**config.mk**
```make
export PLATFORM = sky130hd
export DESIGN_NAME = hatp_front
export DESIGN_NICKNAME = d
export VERILOG_FILES = /design/src/rtl/core/hatp_pkg.sv /design/src/rtl/core/hatp_front.sv
export SDC_FILE = /design/constraint.sdc
export NUM_CORES = 1
export LEC_CHECK = 0
export ABC_CLOCK_PERIOD_IN_PS = 2200
export BUFFER_PORTS_ARGS = -buffer_cell sky130_fd_sc_hd__buf_2
export CAP_MARGIN = 0
export CORE_MARGIN = 2
export CORE_UTILIZATION = 49
export CTS_BUF_LIST = sky130_fd_sc_hd__clkbuf_2
export CTS_CLUSTER_DIAMETER = 80
export DETAILED_ROUTE_END_ITERATION = 12
export PLACE_DENSITY = 0.83
export SLEW_MARGIN = 20
export SYNTH_ARGS = -nofsm -noshare
export SYNTH_HDL_FRONTEND = slang
export SYNTH_SLANG_ARGS = --single-unit
```
**constraint.sdc**
```tcl
create_clock -name i_clk -period 2.2 [get_ports i_clk]
set_clock_uncertainty 0.1 [all_clocks]
set_input_delay 0.22 -clock i_clk [delete_from_list [all_inputs] [get_ports i_clk]]
set_output_delay 0.22 -clock i_clk [all_outputs]
set_load 0.02 [all_outputs]
```
**src/rtl/core/hatp_pkg.sv**
```systemverilog
`timescale 1ns / 1ps

package hatp_pkg;

    localparam int COORD_W = 12;
    localparam int DEG_W   = 9;
    localparam int K_W     = 7;
    localparam int ANG_N   = 128;
    localparam int TAB_W   = 63;

    localparam logic [K_W-1:0] K_MAX   = K_W'(89);
    localparam logic [K_W-1:0] K_EXACT = K_W'(45);

    localparam logic [DEG_W-1:0] DEG_90  = DEG_W'(90);
    localparam logic [DEG_W-1:0] DEG_180 = DEG_W'(180);
    localparam logic [DEG_W-1:0] DEG_270 = DEG_W'(270);
    localparam logic [DEG_W-1:0] DEG_360 = DEG_W'(360);

    typedef struct packed {
        logic [COORD_W-1:0] front_x;
        logic [COORD_W-1:0] front_y;
        logic [COORD_W-1:0] back_x;
        logic [COORD_W-1:0] back_y;
    } t_item;

    typedef struct packed {
        logic [DEG_W-1:0] heading_deg;
        logic             heading_valid;
    } t_result;

    typedef struct packed {
        logic dx_zero;
        logic dx_neg;
        logic dy_zero;
        logic dy_neg;
    } t_side;

    // Q1.62 trig tables (Q2.62 arithmetic), built at elaboration
    typedef logic [63:0] t_q62;
    typedef logic [ANG_N-1:0][TAB_W-1:0] t_trig_tab;

    localparam t_q62 Q62_ONE = 64'h4000_0000_0000_0000;
    localparam t_q62 PI_Q62  = 64'hC90F_DAA2_2168_C234;
    localparam t_q62 DEG_Q62 = PI_Q62 / 64'd180;

    localparam t_q62 SIN_DIV [1:10] = '{64'd6, 64'd20, 64'd42, 64'd72, 64'd110,
                                        64'd156, 64'd210, 64'd272, 64'd342, 64'd420};
    localparam t_q62 COS_DIV [1:10] = '{64'd2, 64'd12, 64'd30, 64'd56, 64'd90,
                                        64'd132, 64'd182, 64'd240, 64'd306, 64'd380};

    function automatic t_q62 mulq(input t_q62 x, input t_q62 y);
        logic [127:0] p;
        p = {64'd0, x} * {64'd0, y};
        return p[125:62];
    endfunction

    function automatic t_trig_tab build_trig(input logic want_sin);
        t_q62      x2;
        t_q62      s;
        t_q62      c;
        t_q62      ts;
        t_q62      tc;
        t_q62      cv;
        t_q62      sv;
        t_q62      cn;
        t_q62      sn;
        t_trig_tab tab;
        x2 = mulq(DEG_Q62, DEG_Q62);
        s  = DEG_Q62;
        c  = Q62_ONE;
        ts = DEG_Q62;
        tc = Q62_ONE;
        for (int n = 1; n <= 10; n++) begin
            ts = mulq(ts, x2) / SIN_DIV[n];
            tc = mulq(tc, x2) / COS_DIV[n];
            if (n[0]) begin
                s = s - ts;
                c = c - tc;
            end else begin
                s = s + ts;
                c = c + tc;
            end
        end
        tab = '0;
        cv  = Q62_ONE;
        sv  = '0;
        for (int k = 0; k <= 90; k++) begin
            tab[k] = want_sin ? sv[TAB_W-1:0] : cv[TAB_W-1:0];
            cn = mulq(cv, c) - mulq(sv, s);
            sn = mulq(sv, c) + mulq(cv, s);
            cv = cn;
            sv = sn;
        end
        return tab;
    endfunction

    localparam t_trig_tab COS_TAB = build_trig(1'b0);
    localparam t_trig_tab SIN_TAB = build_trig(1'b1);

endpackage

```
**src/rtl/core/hatp_front.sv**
```systemverilog
`timescale 1ns / 1ps

module hatp_front (
    input  logic                         i_clk,
    input  logic                         i_rst_n,
    input  logic                         i_valid,
    input  hatp_pkg::t_item              i_item,
    output logic                         o_valid,
    output logic [hatp_pkg::COORD_W-1:0] o_a,
    output logic [hatp_pkg::COORD_W-1:0] o_b,
    output hatp_pkg::t_side              o_side
);
    import hatp_pkg::*;

    logic [COORD_W-1:0] fx, fy, bx, by;
    logic [COORD_W-1:0] n_a, n_b;
    t_side              n_side;

    logic               r_valid;
    logic [COORD_W-1:0] r_a, r_b;
    t_side              r_side;

    assign fx = i_item.front_x;
    assign fy = i_item.front_y;
    assign bx = i_item.back_x;
    assign by = i_item.back_y;

    always_comb begin
        n_side.dx_zero = (fx == bx);
        n_side.dx_neg  = (fx < bx);
        n_side.dy_zero = (fy == by);
        n_side.dy_neg  = (fy < by);
        n_a = n_side.dy_neg ? (by - fy) : (fy - by);
        n_b = n_side.dx_neg ? (bx - fx) : (fx - bx);
    end

    always_ff @(posedge i_clk) begin
        if (!i_rst_n) begin
            r_valid <= 1'b0;
        end else begin
            r_valid <= i_valid;
        end
    end

    always_ff @(posedge i_clk) begin
        r_a    <= n_a;
        r_b    <= n_b;
        r_side <= n_side;
    end

    assign o_valid = r_valid;
    assign o_a     = r_a;
    assign o_b     = r_b;
    assign o_side  = r_side;

endmodule

```
==> qor_table.md <==
| Quantity | This run | Unit |
| --- | --- | --- |
| Area growth from synthesis to layout | 23.3 | % |
| Die outline width | 80.5 | um |
| Number of nets with antenna violations after routing | 0 | - |
| Fraction of synthesized area in multiplexers | 6.32 | % |
| Slew @ Worst Pin | 0.357 | ns |
| Worst-case vdd ir drop | 0.333 | mV |
| Unrepaired setup endpoints after global routing | no | - |
| Pins over their slew limit | 0 | - |
| Number of nets in the synthesized netlist | 454 | - |
| Effective utilization at floorplan | 51.5 | % |
| Fraction of synthesis flops using an asynchronous set or reset pin | 0 | % |
| Total negative slack | 0 | ns |
| Pin count of the biggest net entering global routing | 11 | - |
| Category of the worst setup path launch point | primary input | - |
| Area share of xor/xnor cells in the synthesized design | 5.49 | % |
| WL/cell | 13.3 | um |
| Distinct cell type count after synthesis | 51 | - |
| Synthesized-area fraction occupied by adder cells | 22.8 | % |
| Sinks on Clock Net | 29 | - |
| Sum of internal, switching and leakage power | 2000 | uW |
| DP Area | 3480 | um2 |
| Cell Count Post-Placement | 518 | - |
| Area fraction in compound gates after synthesis | 19.8 | % |
| Overall global routing resource usage | 22.1 | % |
| CP arrival | 2.24 | ns |
| Post-synthesis instance area | 2870 | um2 |
| Maximum clock frequency | 497 | MHz |
| Largest family of logic cells by synthesized area | adder cells | - |
| Pre-CTS setup slack | -0.165 | ns |
| Number of enable-type register cells in the synthesized netlist | 0 | - |
| Number of cells produced by synthesis | 353 | - |
| Min setup slack post-route | 0.187 | ns |
| Count of TritonRoute iterations in the first routing pass | 5 | - |
| Detailed-route via count | 2750 | - |
| Share of the synthesized area in the top cell type | 20.2 | % |
| Synth top area cells | sky130_fd_sc_hd__dfxtp_1, sky130_fd_sc_hd__ha_1, sky130_fd_sc_hd__inv_1 | - |
| Yosys warning total | 0 | - |
| Number of storage elements in the synthesis netlist | 29 | - |
| Per-instance average area after synthesis | 8.13 | um2 |
| Final-report setup violation count | 0 | - |
| Total DRC errors in the routed layout | 0 | - |
| Number of antenna repair diodes | 0 | - |
| First-pass GRT wire length | 11300 | um |
| Number of port buffers | 79 | - |
| Top_reg_cell synth | sky130_fd_sc_hd__dfxtp_1 | - |
| Vias in the first global route | 2623 | - |
| Fraction of the yosys area taken by sequential cells | 20.2 | % |
| Final period utilization | 91.5 | % |
| Normalized max-slew margin | 76.0 | % |
| Hold path startpoint | i_item[0] | - |
| Fraction of the mapped netlist area in simple logic gates | 15.3 | % |
| Worst min-delay path class | in2reg | - |
| Slowest stage cell on the critical path | sky130_fd_sc_hd__fa_1 | - |
| Final layout net count | 556 | - |
| Area leader, netlist | sky130_fd_sc_hd__dfxtp_1 | - |
| Vertical die dimension | 80.5 | um |
| TritonCTS clock tree | yes | - |
| Kind of critical path | in2reg | - |
| Total clock buffers created by CTS | 5 | - |
| Core box area | 5570 | um2 |
| Category of the worst setup path capture point | flop | - |
| Max Fanout on Critical Path | 6 | - |
| CP required | 2.43 | ns |
| Power density over cell area | 564 | nW/um2 |
| Post-route design area | 3540 | um2 |
| Static Leakage | 0.00192 | uW |
| Detailed placer's ending HPWL | 5940 | um |
| Most common cell in the netlist | sky130_fd_sc_hd__inv_1 | - |
| Fraction of layout instances using a drive strength above 1 | 27.0 | % |
| Count of cells resized by post-cts repair | 0 | - |
| Hold EP | o_a[0] | - |
| Count of routing violations after the opening detailed-route iteration | 131 | - |
| Via density per instance | 5.21 | - |
| Longest individual stage delay on the worst path | 0.41 | ns |
| Final critical path time including I/O delays and setup | 2.01 | ns |
| Status | finished clean | - |
| CTS root buf | sky130_fd_sc_hd__clkbuf_2 | - |
| Final number of hold-violating endpoints | 0 | - |
| Antenna violations before repair | 1 | - |
| Total length of routed wires | 7000 | um |
| Boundary Pins | 80 | - |
| Routability-driven placement congestion ratio | 0.945 | - |
| CP Cell Sequence | buf_2, ha_1, fa_1, nor2b_1, o31ai_2, a21o_1, o21ai_2, buf_4, mux2i_1, xor2_1 | - |
| Max capacitance violation total | 0 | - |
| Clk pin slew, worst setup/hold paths | 0.18 | ns |
| Buffer depth of the longest clock path | 2 | - |
| Die Outline Area | 6490 | um2 |
| Non-filler instance count after layout | 528 | - |
| Total number of placement rows | 27 | - |
| Grt ovf | 0 | - |
| H-tree levels | 2 | - |
| WHS Path Cells | 4 | - |
| Synth top cells by count | sky130_fd_sc_hd__inv_1, sky130_fd_sc_hd__ha_1, sky130_fd_sc_hd__a21oi_1, sky130_fd_sc_hd__dfxtp_1, sky130_fd_sc_hd__nor2_1 | - |
## layout make-up
class                      instances  area [um2]
fill                             508        2030
multi-input combinational        257        2000
timing repair buffer             109         626
sequential                        29         581
inverter                          53         199
tap                               72        90.1
clock buffer                       5        25.0
clock inverter                     3        17.5
## metal layers
| layer | track usage, % | vias to the layer above | wire length (um) |
|---|---|---|---|
| li1 | - | 1398 | - |
| met1 | 24.2 | 1248 | 2790 |
| met2 | 41.8 | 85 | 3710 |
| met3 | 3.15 | 17 | 338 |
| met4 | 9.32 | 2 | 140 |
| met5 | 0 | - | 13 |
## cell usage in the layout, fill, tap and decap left out, drive strengths merged, types with 2 or more instances in the layout
cell         Yosys  final
mux2i           17     17
o21a             2      2
a21oi           32     32
a221o            2      2
dfxtp           29     29
inv             53     53
nand2b          12     12
o211ai           3      3
buf             12    107
or2              3      3
xnor2            7      7
ha              46     46
o31ai            4      4
dlygate4sd3      0      2
a31oi            3      3
nand3b           3      3
nand4            3      3
a21boi           4      4
o21ai           21     21
xor2            11     11
or3              2      2
nand3            7      7
o41ai            4      4
nor2b            3      3
nor2            18     18
nand2           16     16
a21o             7      7
fa               4      4
clkbuf           2      5
and2             6      6
nor3             7      7
clkinv           0      3
## worst max path at each step
stage                          to  startpoint  slack [ns]  cells past startpoint
after floorplan           o_a[11]  i_item[24]        0.09                     10
after global placement     o_b[4]  i_item[12]       -0.08                      9
after detailed placement   o_b[2]  i_item[12]       -0.16                     10
after CTS                  o_b[2]  i_item[12]        0.25                     10
after global routing      o_a[11]  i_item[24]        0.10                     11
final                      o_b[2]  i_item[12]        0.19                     10
## logic make-up (layout without fill, tap and decap cells)
family | after synthesis | after routing
DFF | 29 | 29
and+or+nand+nor | 84 | 84
adders and majority gates | 50 | 50
muxes | 18 | 18
buffers and inverters | 67 | 170
xor gates and xnor gates | 18 | 18
AOI/OAI and AO/OA | 87 | 87
## timing repair
| action | 4_1_cts | 5_1_grt |
|---|---|---|
| endpoints found under the hold margin | 1 | 0 |
| hold buffers | 2 | 0 |
| endpoints found under the setup margin | 0 | 0 |
| setup buffers | 0 | 0 |
## where the power goes
group,internal (uW),switching (uW)
registers,647,33.9
logic,436,594
clock network,74.8,213
## worst max-delay path: cells and delay by family
family	cells	cell delay, ns
xor+xnor	1	0.18
simple gates	1	0.19
fa+ha+maj	2	0.63
compound gates	3	0.46
buf+inv	2	0.31
mux	1	0.25
## sequential cells by signal, indices dropped and copies added (netlist names)
name	cells
o_b	12
o_a	12
o_valid	1
o_side	4
## stage by stage
stage | hold WS (ns) | util, %
2_1_floorplan | 0.242 | -
3_3_place_gp | 0.319 | 62.4
3_5_place_dp | 0.330 | 62.4
4_1_cts | 0.0576 | 63.5
5_1_grt | 0.0745 | 63.5
6_report | 0.0814 | 63.5
No activity file was read; power rests on OpenSTA's default activity.
