File: config.mk
export PLATFORM = sky130hd
export DESIGN_NAME = hatp_back
export DESIGN_NICKNAME = d
export VERILOG_FILES = /design/src/rtl/core/hatp_pkg.sv /design/src/rtl/core/hatp_back.sv
export SDC_FILE = /design/constraint.sdc
export NUM_CORES = 1
export LEC_CHECK = 0
export BUFFER_PORTS_ARGS = -buffer_cell sky130_fd_sc_hd__buf_2
export CAP_MARGIN = 30
export CORE_ASPECT_RATIO = 1.2
export CORE_MARGIN = 2
export CORE_UTILIZATION = 35
export DETAILED_ROUTE_END_ITERATION = 8
export GPL_ROUTABILITY_DRIVEN = 0
export HOLD_SLACK_MARGIN = 0.15
export PLACE_DENSITY = 0.58
export RECOVER_POWER = 100
export SLEW_MARGIN = 20
export SYNTH_ARGS = -nofsm -noshare
export SYNTH_HDL_FRONTEND = slang
export SYNTH_SLANG_ARGS = --single-unit
File: constraint.sdc
create_clock -name i_clk -period 1.9 [get_ports i_clk]
set_input_delay 0.285 -clock i_clk [delete_from_list [all_inputs] [get_ports i_clk]]
set_output_delay 0.285 -clock i_clk [all_outputs]
set_load 0.05 [all_outputs]
File: src/rtl/core/hatp_pkg.sv
`timescale 1ns / 1ps

package hatp_pkg;

    localparam int COORD_W = 12;
    localparam int DEG_W   = 9;
    localparam int K_W     = 7;
    localparam int ANG_N   = 128;
    localparam int TAB_W   = 63;

    localparam logic [K_W-1:0] K_MAX   = K_W'(89);
    localparam logic [K_W-1:0] K_EXACT = K_W'(45);

    localparam logic [DEG_W-1:0] DEG_90  = DEG_W'(90);
    localparam logic [DEG_W-1:0] DEG_180 = DEG_W'(180);
    localparam logic [DEG_W-1:0] DEG_270 = DEG_W'(270);
    localparam logic [DEG_W-1:0] DEG_360 = DEG_W'(360);

    typedef struct packed {
        logic [COORD_W-1:0] front_x;
        logic [COORD_W-1:0] front_y;
        logic [COORD_W-1:0] back_x;
        logic [COORD_W-1:0] back_y;
    } t_item;

    typedef struct packed {
        logic [DEG_W-1:0] heading_deg;
        logic             heading_valid;
    } t_result;

    typedef struct packed {
        logic dx_zero;
        logic dx_neg;
        logic dy_zero;
        logic dy_neg;
    } t_side;

    // Q1.62 trig tables (Q2.62 arithmetic), built at elaboration
    typedef logic [63:0] t_q62;
    typedef logic [ANG_N-1:0][TAB_W-1:0] t_trig_tab;

    localparam t_q62 Q62_ONE = 64'h4000_0000_0000_0000;
    localparam t_q62 PI_Q62  = 64'hC90F_DAA2_2168_C234;
    localparam t_q62 DEG_Q62 = PI_Q62 / 64'd180;

    localparam t_q62 SIN_DIV [1:10] = '{64'd6, 64'd20, 64'd42, 64'd72, 64'd110,
                                        64'd156, 64'd210, 64'd272, 64'd342, 64'd420};
    localparam t_q62 COS_DIV [1:10] = '{64'd2, 64'd12, 64'd30, 64'd56, 64'd90,
                                        64'd132, 64'd182, 64'd240, 64'd306, 64'd380};

    function automatic t_q62 mulq(input t_q62 x, input t_q62 y);
        logic [127:0] p;
        p = {64'd0, x} * {64'd0, y};
        return p[125:62];
    endfunction

    function automatic t_trig_tab build_trig(input logic want_sin);
        t_q62      x2;
        t_q62      s;
        t_q62      c;
        t_q62      ts;
        t_q62      tc;
        t_q62      cv;
        t_q62      sv;
        t_q62      cn;
        t_q62      sn;
        t_trig_tab tab;
        x2 = mulq(DEG_Q62, DEG_Q62);
        s  = DEG_Q62;
        c  = Q62_ONE;
        ts = DEG_Q62;
        tc = Q62_ONE;
        for (int n = 1; n <= 10; n++) begin
            ts = mulq(ts, x2) / SIN_DIV[n];
            tc = mulq(tc, x2) / COS_DIV[n];
            if (n[0]) begin
                s = s - ts;
                c = c - tc;
            end else begin
                s = s + ts;
                c = c + tc;
            end
        end
        tab = '0;
        cv  = Q62_ONE;
        sv  = '0;
        for (int k = 0; k <= 90; k++) begin
            tab[k] = want_sin ? sv[TAB_W-1:0] : cv[TAB_W-1:0];
            cn = mulq(cv, c) - mulq(sv, s);
            sn = mulq(sv, c) + mulq(cv, s);
            cv = cn;
            sv = sn;
        end
        return tab;
    endfunction

    localparam t_trig_tab COS_TAB = build_trig(1'b0);
    localparam t_trig_tab SIN_TAB = build_trig(1'b1);

endpackage

File: src/rtl/core/hatp_back.sv
`timescale 1ns / 1ps

module hatp_back (
    input  logic                     i_clk,
    input  logic                     i_rst_n,
    input  logic                     i_valid,
    input  logic [hatp_pkg::K_W-1:0] i_k,
    input  hatp_pkg::t_side          i_side,
    output logic                     o_strobe,
    output hatp_pkg::t_result        o_result
);
    import hatp_pkg::*;

    logic [DEG_W-1:0] k_ext;
    t_result          n_result;

    logic             r_strobe;
    t_result          r_result;

    assign k_ext = DEG_W'(i_k);

    always_comb begin
        n_result.heading_valid = 1'b1;
        if (i_side.dx_zero && i_side.dy_zero) begin
            n_result.heading_deg   = '0;
            n_result.heading_valid = 1'b0;
        end else if (i_side.dx_zero) begin
            n_result.heading_deg = i_side.dy_neg ? DEG_270 : DEG_90;
        end else if (i_side.dx_neg) begin
            n_result.heading_deg = i_side.dy_neg ? (DEG_180 + k_ext) : (DEG_180 - k_ext);
        end else if (i_side.dy_neg || i_side.dy_zero) begin
            n_result.heading_deg = DEG_360 - k_ext;
        end else begin
            n_result.heading_deg = k_ext;
        end
    end

    always_ff @(posedge i_clk) begin
        if (!i_rst_n) begin
            r_strobe <= 1'b0;
        end else begin
            r_strobe <= i_valid;
        end
    end

    always_ff @(posedge i_clk) begin
        r_result <= n_result;
    end

    assign o_strobe = r_strobe;
    assign o_result = r_result;

endmodule

==> qor_table.md, run 1 <==
| Group | Result | This run |
|:---|:---|:---|
| run status | Outcome | completed |
| critical path | Arrival time of the worst setup path | 1.69 ns |
| placed design | Post-detail-place hpwl | 1.51 mm |
| grt | All-Layer GR Usage | 0.170 |
| floorplanning | Die footprint | 2650 sq um |
| routing | DRC violation count after routing | 0 |
| clocking | Count of cells resized by post-cts repair | 0 |
| timing | Number of max-slew violations in the final report | 0 |
| routing | Number of detailed-routing iterations run before antenna repair | 4 |
| timing | Relative slew margins | 0.600 |
| clocking | Max Buffers Root-to-Sink | 2 |
| floorplanning | Horiz. Die Dim | 47.3 microns |
| floorplanning | Ports placed on the boundary | 25 |
| critical path | Cell at the slowest stage of the critical path | sky130_fd_sc_hd__a21boi_0 |
| floorplanning | Vertical extent of the die | 56.0 microns |
| power and ir drop | Worst vdd rail ir drop | 0.000289 V |
| routing | Wire length reported by the detailed router | 1.99 mm |
| floorplanning | Initial core utilization | 0.376 |
| synth | Share of the yosys chip area belonging to registers | 0.279 |
| timing | Share of the cycle needed by the critical path after routing | 0.793 |
| critical path | Type of the worst setup path | in2reg |
| power and ir drop | Leakage power of the design | 0.393 nW |
| routing | Routed length per instance | 13.4 microns |
| layout | Leading cell type in the layout, fill and taps excluded | sky130_fd_sc_hd__clkbuf_1 |
| grt | Initial antenna violation count | 0 |
| clocking | CTS root buffer | sky130_fd_sc_hd__clkbuf_4 |
| critical path | Largest stage delay, worst path | 0.29 ns |
| routing | DRC violation total after the first TritonRoute iteration | 17 |
| routing | Number of vias after detailed routing | 810 |
| critical path | Required arrival time at the worst endpoint | 2.08 ns |
| layout | Antenna diode count | 0 |
| critical path | Startpoint Class | input pin |
| layout | Fraction of layout instances using a drive strength above 1 | 0.143 |
| placed design | Number of buffers added on ports | 24 |
| timing | Unrepaired setup endpoints after global routing | no |
| grt | Via count of the first global-routing pass | 804 |
| timing | Tightest Pin Transition | 0.602 ns |
| floorplanning | Number of rows in the core area | 18 |
| clocking | Clock tree from TritonCTS | done |
| power and ir drop | Power density over cell area | 695 nW/um^2 |
| critical path | Critical Path Sink Type | flop |
| synth | Gate Count Post-Synth | 97 |
| timing | Setup-violating endpoint count in the final report | 0 |
| timing | Final hold violation count | 0 |
| timing | Total negative setup slack | 0 ns |
| power and ir drop | Post-route total power | 0.638 mW |
| synth | Syn_nets | 117 |
| synth | Count of state elements after synthesis | 11 |
| critical path | Maximum fanout along the worst path | 7 |
| synth | Synthesis Warnings | 0 |
| routing | Via-per-instance ratio | 5.44 |
| clocking | Number of post-CTS setup repair buffers | 0 |
| clocking | Hold-fix buffers at CTS | 0 |
| layout | FILL cells | 239 |
| clocking | Number of sinks on the clock net | 11 |
| routing | Final ANT Viol Nets | 0 |
| floorplanning | Placeable core region | 2090 sq um |
| critical path | Kind of cell adding the most delay to the critical path | compound AO/OA/AOI/OAI gates |
| critical path | Crit path buffers/inverters | 2 |
| timing | Maximum operating frequency | 0.663 GHz |
| flow run | # Max-Cap Violations | 0 |
| synth | Synth Flop Type | sky130_fd_sc_hd__dfxtp_1 |
| hold path | Class of the tightest hold or removal check | in2reg |
| critical path | Ordered cell list for the critical path | buf_2 > inv_1 > ha_1 > a21boi_0 > o21ai_0 > a32o_1 > a221oi_1 |
| grt | Overflow left after global routing | 0 |
| synth | Ys async rst share | 0 |
| synth | Synthesized area per cell | 8.13 sq um |
| clocking | Clock H-tree levels | 1 |
| synth | Number of enable flip-flop cells after synthesis | 0 |
| layout | Most frequent cells in the layout | sky130_fd_sc_hd__clkbuf_1 (14), sky130_fd_sc_hd__buf_2 (11), sky130_fd_sc_hd__dfxtp_1 (11), sky130_fd_sc_hd__nor2_1 (10) |
| clocking | Clock buffer count from CTS | 3 |
| grt | Pin count of the biggest net entering global routing | 19 |
| synth | Post-synth design cell area | 788 sq um |
| synth | Distinct cell type count after synthesis | 40 |
| layout | Synth-to-Final Area Change | 16.5% |
| layout | NumNets Final | 140 |
| grt | Wire length of the first global-routing pass | 3.36 mm |
| timing | Time the worst path needs with I/O delays and setup | 1.51 ns |
| clocking | Clock-pin slew reported for the worst setup and hold paths after clock tree synthesis | 0.07 ns |
## state kept, by name, indices dropped and copies added, names as in the netlist
signal and flops:
o_result 10, o_strobe 1
## synthesized netlist by cell type, types with 2 or more instances
cell                       count  area share
sky130_fd_sc_hd__o311ai_0      3       0.033
sky130_fd_sc_hd__a21oi_1       8       0.051
sky130_fd_sc_hd__o22ai_1       2       0.016
sky130_fd_sc_hd__nand2b_1      2       0.016
sky130_fd_sc_hd__o31ai_1       3       0.029
sky130_fd_sc_hd__nor3b_1       2       0.019
sky130_fd_sc_hd__nand2_1       4       0.019
sky130_fd_sc_hd__clkbuf_1      4       0.019
sky130_fd_sc_hd__dfxtp_1      11        0.28
sky130_fd_sc_hd__and2_1        2       0.016
sky130_fd_sc_hd__ha_1          6       0.095
sky130_fd_sc_hd__o21ai_0       5       0.032
sky130_fd_sc_hd__or3_1         2       0.016
sky130_fd_sc_hd__nor2_1       10       0.048
sky130_fd_sc_hd__inv_1         8       0.038
## layout make-up
class,count,area [sq um],share of cell area
multi-input cells,72,500,0.545
well taps,30,37.5,0.0409
inverters,8,30.0,0.0327
repair buffers,24,104,0.113
flip-flops and latches,11,220,0.240
clock buffers,4,26.3,0.0286
## final timing paths
kind	slack, ns	from	end	cells after the start
min	0.22	i_valid	o_strobe$_SDFF_PN0_	2
max	0.39	i_k[2]	o_result[7]$_SDFF_PP0_	7
## metrics by stage
step	setup slack (ns)	hold slack, ns	utilization	instances	cell area, sq um
floorplan	0.469	0.369	-	97	788
detailed placement	0.174	0.496	0.437	145	915
global route	0.264	0.218	0.438	149	918
finish	0.392	0.221	0.438	149	918
CTS	0.447	0.222	0.449	149	941
global placement	0.185	0.491	0.437	145	915
## per-layer routing
layer	track usage	vias up	share of wire
met1	0.218	368	0.44
met4	0.0913	0	0.029
met2	0.259	29	0.47
met5	0	-	0
li1	-	405	-
met3	0.0292	8	0.060
## report_power, final
part	switching [mW]	internal, mW	leakage (nW)	total (mW)
clock network	0.0788	0.0813	0.0150	0.160
registers	0.00451	0.251	0.0922	0.256
logic	0.159	0.0635	0.286	0.222
total	0.242	0.396	0.393	0.638
## kinds of logic after synthesis
family,Yosys count,share of synthesized area
and+or+nand+nor,28,0.186
adders and majority gates,6,0.0952
muxes,2,0.0270
xor gates and xnor gates,1,0.0111
DFF,11,0.279
AOI/OAI and AO/OA,35,0.324
buffers and inverters,14,0.0778
(Power assumes the default switching activity.)
==> inputs of run 2 (changes only) <==
- PLACE_DENSITY: 0.58 -> 0.61
- clock period: 1.9 -> 1.3 ns (I/O delays scaled with it)
==> qor_table.md, run 2 (same netlist as run 1, synthesis figures left out) <==
| Group | Result | This run | Delta |
|:---|:---|:---|:---|
| power and ir drop | Power density over cell area | 901 nW/um^2 | +30% |
| critical path | Ordered cell list for the critical path | buf_2 > inv_1 > ha_1 > a21boi_1 > o21ai_0 > a32o_1 > a221oi_2 |  |
| timing | Tightest Pin Transition | 0.401 ns | -0.201 ns |
| critical path | Type of the worst setup path | in2reg |  |
| layout | Fraction of layout instances using a drive strength above 1 | 0.357 | +0.214 |
| critical path | Required arrival time at the worst endpoint | 1.50 ns | -0.58 ns |
| floorplanning | Initial core utilization | 0.376 | unchanged |
| placed design | Dpl ws | -0.218 ns | -0.393 ns |
| critical path | Arrival time of the worst setup path | 1.41 ns | -0.28 ns |
| floorplanning | Number of rows in the core area | 18 | unchanged |
| timing | Worst Hold Margin | 0.201 ns | -0.0196 ns |
| routing | Final ANT Viol Nets | 0 | unchanged |
| flow run | # Max-Cap Violations | 0 | unchanged |
| routing | Wire length reported by the detailed router | 2.12 mm | +6.4% |
| layout | Max reg flops | 10 | unchanged |
| floorplanning | Horiz. Die Dim | 47.3 microns | unchanged |
| routing | Via-per-instance ratio | 5.18 | -4.8% |
| power and ir drop | Worst vdd rail ir drop | 0.000526 V | +82% |
| critical path | Critical Path Sink Type | flop |  |
| routing | Number of detailed-routing iterations run before antenna repair | 4 | unchanged |
| clocking | Clock H-tree levels | 1 | unchanged |
| hold path | Class of the tightest hold or removal check | in2reg |  |
| critical path | Largest stage delay, worst path | 0.25 ns | -0.04 ns |
| grt | All-Layer GR Usage | 0.183 | +0.0124 |
| clocking | Number of sinks on the clock net | 11 | unchanged |
| timing | Unrepaired setup endpoints after global routing | no |  |
| run status | Outcome | completed |  |
| layout | Synth-to-Final Area Change | 40.3% |  |
| layout | NumNets Final | 161 | +15% |
| timing | Maximum operating frequency | 0.823 GHz |  |
| placed design | Post-detail-place hpwl | 1.68 mm | +11% |
| critical path | Maximum fanout along the worst path | 7 | unchanged |
| clocking | Max Buffers Root-to-Sink | 2 | unchanged |
| timing | Time the worst path needs with I/O delays and setup | 1.22 ns |  |
| layout | Leading cell type in the layout, fill and taps excluded | sky130_fd_sc_hd__buf_4 |  |
| critical path | Cell at the slowest stage of the critical path | sky130_fd_sc_hd__a32o_1 |  |
| grt | Pin count of the biggest net entering global routing | 14 | -5 |
| timing | Final worst slack | 0.0848 ns | -0.308 ns |
| routing | Routed length per instance | 12.5 microns | -6.7% |
| routing | DRC violation total after the first TritonRoute iteration | 34 | +17 |
| timing | Relative slew margins | 0.733 | +0.132 |
| floorplanning | Placeable core region | 2090 sq um | unchanged |
| clocking | Clock buffer count from CTS | 3 | unchanged |
| routing | Number of vias after detailed routing | 880 | +8.6% |
| layout | Antenna diode count | 0 | unchanged |
| floorplanning | Ports placed on the boundary | 25 | unchanged |
| clocking | CTS root buffer | sky130_fd_sc_hd__clkbuf_4 |  |
| placed design | Number of buffers added on ports | 24 | unchanged |
| routing | DRC violation count after routing | 0 | unchanged |
| power and ir drop | Leakage power of the design | 0.523 nW | +33% |
| clocking | Clock-pin slew reported for the worst setup and hold paths after clock tree synthesis | 0.07 ns | about the same |
| timing | Number of max-slew violations in the final report | 0 | unchanged |
| floorplanning | Die footprint | 2650 sq um | unchanged |
| layout | Most frequent cells in the layout | sky130_fd_sc_hd__buf_4 (17), sky130_fd_sc_hd__buf_2 (11), sky130_fd_sc_hd__dfxtp_1 (11), sky130_fd_sc_hd__clkbuf_2 (11), sky130_fd_sc_hd__nor2_1 (10) |  |
| grt | Wire length of the first global-routing pass | 3.51 mm | +4.5% |
| critical path | Startpoint Class | input pin |  |
| floorplanning | Vertical extent of the die | 56.0 microns | unchanged |
| grt | Overflow left after global routing | 0 | unchanged |
| timing | Share of the cycle needed by the critical path after routing | 0.935 |  |
| timing | Final hold violation count | 0 | unchanged |
| timing | Setup-violating endpoint count in the final report | 0 | unchanged |
| layout | FILL cells | 200 | -16% |
| grt | Via count of the first global-routing pass | 813 | +1.1% |
| clocking | Clock tree from TritonCTS | done |  |
| grt | Initial antenna violation count | 0 | unchanged |
-- run 2: changes by cell type in the layout (fill, tap and decap cells not counted), sizes merged --
cell         previous run  this run
buf                    11        28
dlygate4sd3             0         2
clkbuf                 17        19
-- run 2: metal layers --
| layer | vias to the layer above | wire length, microns | share of wire | track usage |
|---|---|---|---|---|
| met5 | - | 0 | 0 | 0 |
| met2 | 35 | 1040 | 0.49 | 0.274 |
| met3 | 4 | 118 | 0.056 | 0.0455 |
| met4 | 0 | 29 | 0.014 | 0.107 |
| li1 | 443 | - | - | - |
| met1 | 398 | 935 | 0.44 | 0.225 |
-- run 2: critical path: cells and delay by family --
| kind | cells | cell delay [ns] |
|---|---|---|
| AOI/OAI and AO/OA | 4 | 0.79 |
| buffers and inverters | 2 | 0.24 |
| adders and majority gates | 1 | 0.20 |
-- run 2: stage by stage --
step | setup TNS [ns] | utilization | instance area, sq um | power, mW | std cells
6_report | 0 | 0.528 | 1110 | 0.997 | 170
5_1_grt | 0 | 0.528 | 1110 | 1.05 | 170
4_1_cts | 0 | 0.529 | 1110 | 1.00 | 170
3_5_place_dp | -0.970 | 0.507 | 1060 | 0.761 | 164
3_3_place_gp | -0.792 | 0.507 | 1060 | 0.754 | 164
2_1_floorplan | 0 | - | 793 | 0.632 | 97
-- run 2: cell type report --
cell class                      count  area [sq um]  area share
Inverter                            8          30.0      0.0271
Clock buffer                        4          26.3      0.0238
Sequential cell                    11           220       0.199
Timing Repair Buffer               45           277       0.250
Tap cell                           30          37.5      0.0339
Multi-Input combinational cell     72           515       0.466
-- run 2: path summary, 6_finish.rpt --
check,depth (start not counted),startpoint,endpoint,slack (ns)
setup / recovery,7,i_k[2],o_result[7]$_SDFF_PP0_,0.08
hold / removal,2,i_k[6],o_result[7]$_SDFF_PP0_,0.20
-- run 2: where the power goes --
| group | switching, mW | internal (mW) |
|---|---|---|
| registers | 0.00621 | 0.367 |
| clock network | 0.117 | 0.119 |
| logic | 0.245 | 0.142 |
| total | 0.368 | 0.628 |
-- run 2: timing repair --
| item | CTS | global route |
|---|---|---|
| hold endpoints to repair | 1 | 0 |
| setup buffers | 0 | 0 |
| hold buffers | 2 | 0 |
| resized for setup | 0 | 3 |
| setup endpoints to repair | 0 | 2 |
==> inputs of run 3 (changes only) <==
- CORE_ASPECT_RATIO: 1.2 -> 0.6
==> qor_table.md, run 3 (same netlist as run 1, synthesis figures left out) <==
| Group | Result | This run | Delta |
|:---|:---|:---|:---|
| timing | Unrepaired setup endpoints after global routing | no |  |
| layout | NumNets Final | 161 | unchanged |
| floorplanning | Ports placed on the boundary | 25 | unchanged |
| grt | All-Layer GR Usage | 0.189 | +0.00649 |
| flow run | # Max-Cap Violations | 0 | unchanged |
| routing | Wire length reported by the detailed router | 2.32 mm | +9.7% |
| timing | Maximum operating frequency | 0.803 GHz | -2.4% |
| floorplanning | Number of rows in the core area | 13 | -5 |
| clocking | Max Buffers Root-to-Sink | 2 | unchanged |
| power and ir drop | Worst vdd rail ir drop | 0.000403 V | -23% |
| timing | Tightest Pin Transition | 0.466 ns | +0.0651 ns |
| layout | Antenna diode count | 0 | unchanged |
| clocking | Number of sinks on the clock net | 11 | unchanged |
| grt | Pin count of the biggest net entering global routing | 14 | unchanged |
| placed design | Post-detail-place hpwl | 1.88 mm | +12% |
| critical path | Startpoint Class | input pin |  |
| critical path | Type of the worst setup path | in2reg |  |
| timing | Final hold violation count | 0 | unchanged |
| placed design | Dpl ws | -0.292 ns | -0.0734 ns |
| hold path | Class of the tightest hold or removal check | in2reg |  |
| critical path | Maximum fanout along the worst path | 5 | -2 |
| layout | Max reg flops | 10 | unchanged |
| grt | Wire length of the first global-routing pass | 3.53 mm | +0.37% |
| clocking | Clock buffer count from CTS | 3 | unchanged |
| placed design | Number of buffers added on ports | 24 | unchanged |
| clocking | Clock-pin slew reported for the worst setup and hold paths after clock tree synthesis | 0.06 ns | about the same |
| routing | DRC violation count after routing | 0 | unchanged |
| layout | Synth-to-Final Area Change | 45.4% |  |
| floorplanning | Initial core utilization | 0.367 | -0.00921 |
| timing | Setup-violating endpoint count in the final report | 0 | unchanged |
| routing | Routed length per instance | 13.7 microns | +9.7% |
| clocking | Number of post-CTS setup repair buffers | 0 | unchanged |
| critical path | Critical Path Sink Type | flop |  |
| clocking | CTS root buffer | sky130_fd_sc_hd__clkbuf_8 |  |
| grt | Initial antenna violation count | 0 | unchanged |
| power and ir drop | Post-route total power | 1.13 mW | +13% |
| timing | Final worst slack | 0.0554 ns | -0.0294 ns |
| clocking | Clock H-tree levels | 1 | unchanged |
| layout | Fraction of layout instances using a drive strength above 1 | 0.407 | +0.0500 |
| power and ir drop | Leakage power of the design | 0.545 nW | +4.2% |
| clocking | Hold-fix buffers at CTS | 0 | -2 |
| floorplanning | Vertical extent of the die | 40.8 microns | -27% |
| routing | DRC violation total after the first TritonRoute iteration | 24 | -29% |
| timing | Share of the cycle needed by the critical path after routing | 0.957 | +0.0226 |
| floorplanning | Die footprint | 2660 sq um | +0.41% |
| routing | Number of vias after detailed routing | 886 | +0.68% |
| critical path | Required arrival time at the worst endpoint | 1.46 ns | -0.04 ns |
| routing | Final ANT Viol Nets | 0 | unchanged |
| timing | Relative slew margins | 0.689 | -0.0434 |
| routing | Via-per-instance ratio | 5.21 | +0.68% |
| critical path | Arrival time of the worst setup path | 1.41 ns | about the same |
| power and ir drop | Power density over cell area | 984 nW/um^2 | +9.2% |
| hold path | Worst hold path cell count | 2 | unchanged |
| routing | Number of detailed-routing iterations run before antenna repair | 4 | unchanged |
| grt | Overflow left after global routing | 0 | unchanged |
| run status | Outcome | completed |  |
| layout | Most frequent cells in the layout | sky130_fd_sc_hd__buf_4 (21), sky130_fd_sc_hd__dfxtp_1 (11), sky130_fd_sc_hd__clkbuf_2 (11), sky130_fd_sc_hd__nor2_1 (10), sky130_fd_sc_hd__buf_2 (10) |  |
| timing | Time the worst path needs with I/O delays and setup | 1.24 ns | +0.0294 ns |
| floorplanning | Horiz. Die Dim | 65.3 microns | +38% |
| timing | Number of max-slew violations in the final report | 0 | unchanged |
| grt | Via count of the first global-routing pass | 775 | -4.7% |
| floorplanning | Placeable core region | 2150 sq um | +2.5% |
| clocking | Clock tree from TritonCTS | done |  |
| layout | Leading cell type in the layout, fill and taps excluded | sky130_fd_sc_hd__buf_4 |  |
run 3: changes by cell type in the layout (fill, tap and decap cells not counted), moves of 2 or more:
cell | before | now
sky130_fd_sc_hd__buf_4 | 17 | 21
sky130_fd_sc_hd__clkbuf_4 | 4 | 0
sky130_fd_sc_hd__clkbuf_8 | 0 | 3
sky130_fd_sc_hd__dlygate4sd3_1 | 2 | 0
sky130_fd_sc_hd__ha_2 | 2 | 0
sky130_fd_sc_hd__inv_1 | 8 | 6
sky130_fd_sc_hd__inv_2 | 0 | 2
run 3: per-layer routing:
layer	up-vias	share of wire	global-route usage	routed length [microns]
met2	29	0.42	0.301	984
met3	4	0.047	0.0549	109
li1	446	-	-	-
met1	407	0.52	0.250	1200
met5	-	0	0	0
met4	0	0.012	0.0677	29
run 3: path summary, 6_finish.rpt:
check / to / startpoint
hold / removal: o_strobe$_SDFF_PN0_ / i_valid
setup / recovery: o_result[7]$_SDFF_PP0_ / i_k[3]
run 3: power by group:
part           switching, mW  internal, mW  leakage (nW)  total (mW)
sequential           0.00692         0.368        0.0922       0.375
combinational          0.255         0.150         0.431       0.404
clock                  0.133         0.215        0.0228       0.348
run 3: worst max-delay path, cell delays in order:
cell and delay (ns):
sky130_fd_sc_hd__buf_4 0.14, sky130_fd_sc_hd__ha_4 0.16, sky130_fd_sc_hd__o31a_1 0.23, sky130_fd_sc_hd__a31o_1 0.20
sky130_fd_sc_hd__a32o_2 0.27, sky130_fd_sc_hd__a221oi_2 0.22
run 3: timing repair:
item	in CTS	in global routing
pin swaps	0	3
endpoints found under the setup margin	2	3
gates resized for setup	2	14
endpoints found under the hold margin	0	0
run 3: through the flow:
stage          std cells  area [sq um]  setup TNS (ns)  hold slack (ns)   util
3_5_place_dp         166          1080           -1.19            0.403  0.502
2_1_floorplan         97           793               0            0.279      -
4_1_cts              170          1120               0            0.160  0.523
6_report             170          1150               0            0.164  0.534
3_3_place_gp         166          1080          -0.822            0.396  0.502
5_1_grt              170          1150               0            0.183  0.534
run 3: layout make-up:
type | instances | area, sq um
Tap cell | 30 | 37.5
Sequential cell | 11 | 220
Clock buffer | 4 | 45.0
Fill cell | 213 | 1000
Inverter | 8 | 30.0
Timing Repair Buffer | 45 | 282
Multi-Input combinational cell | 72 | 532
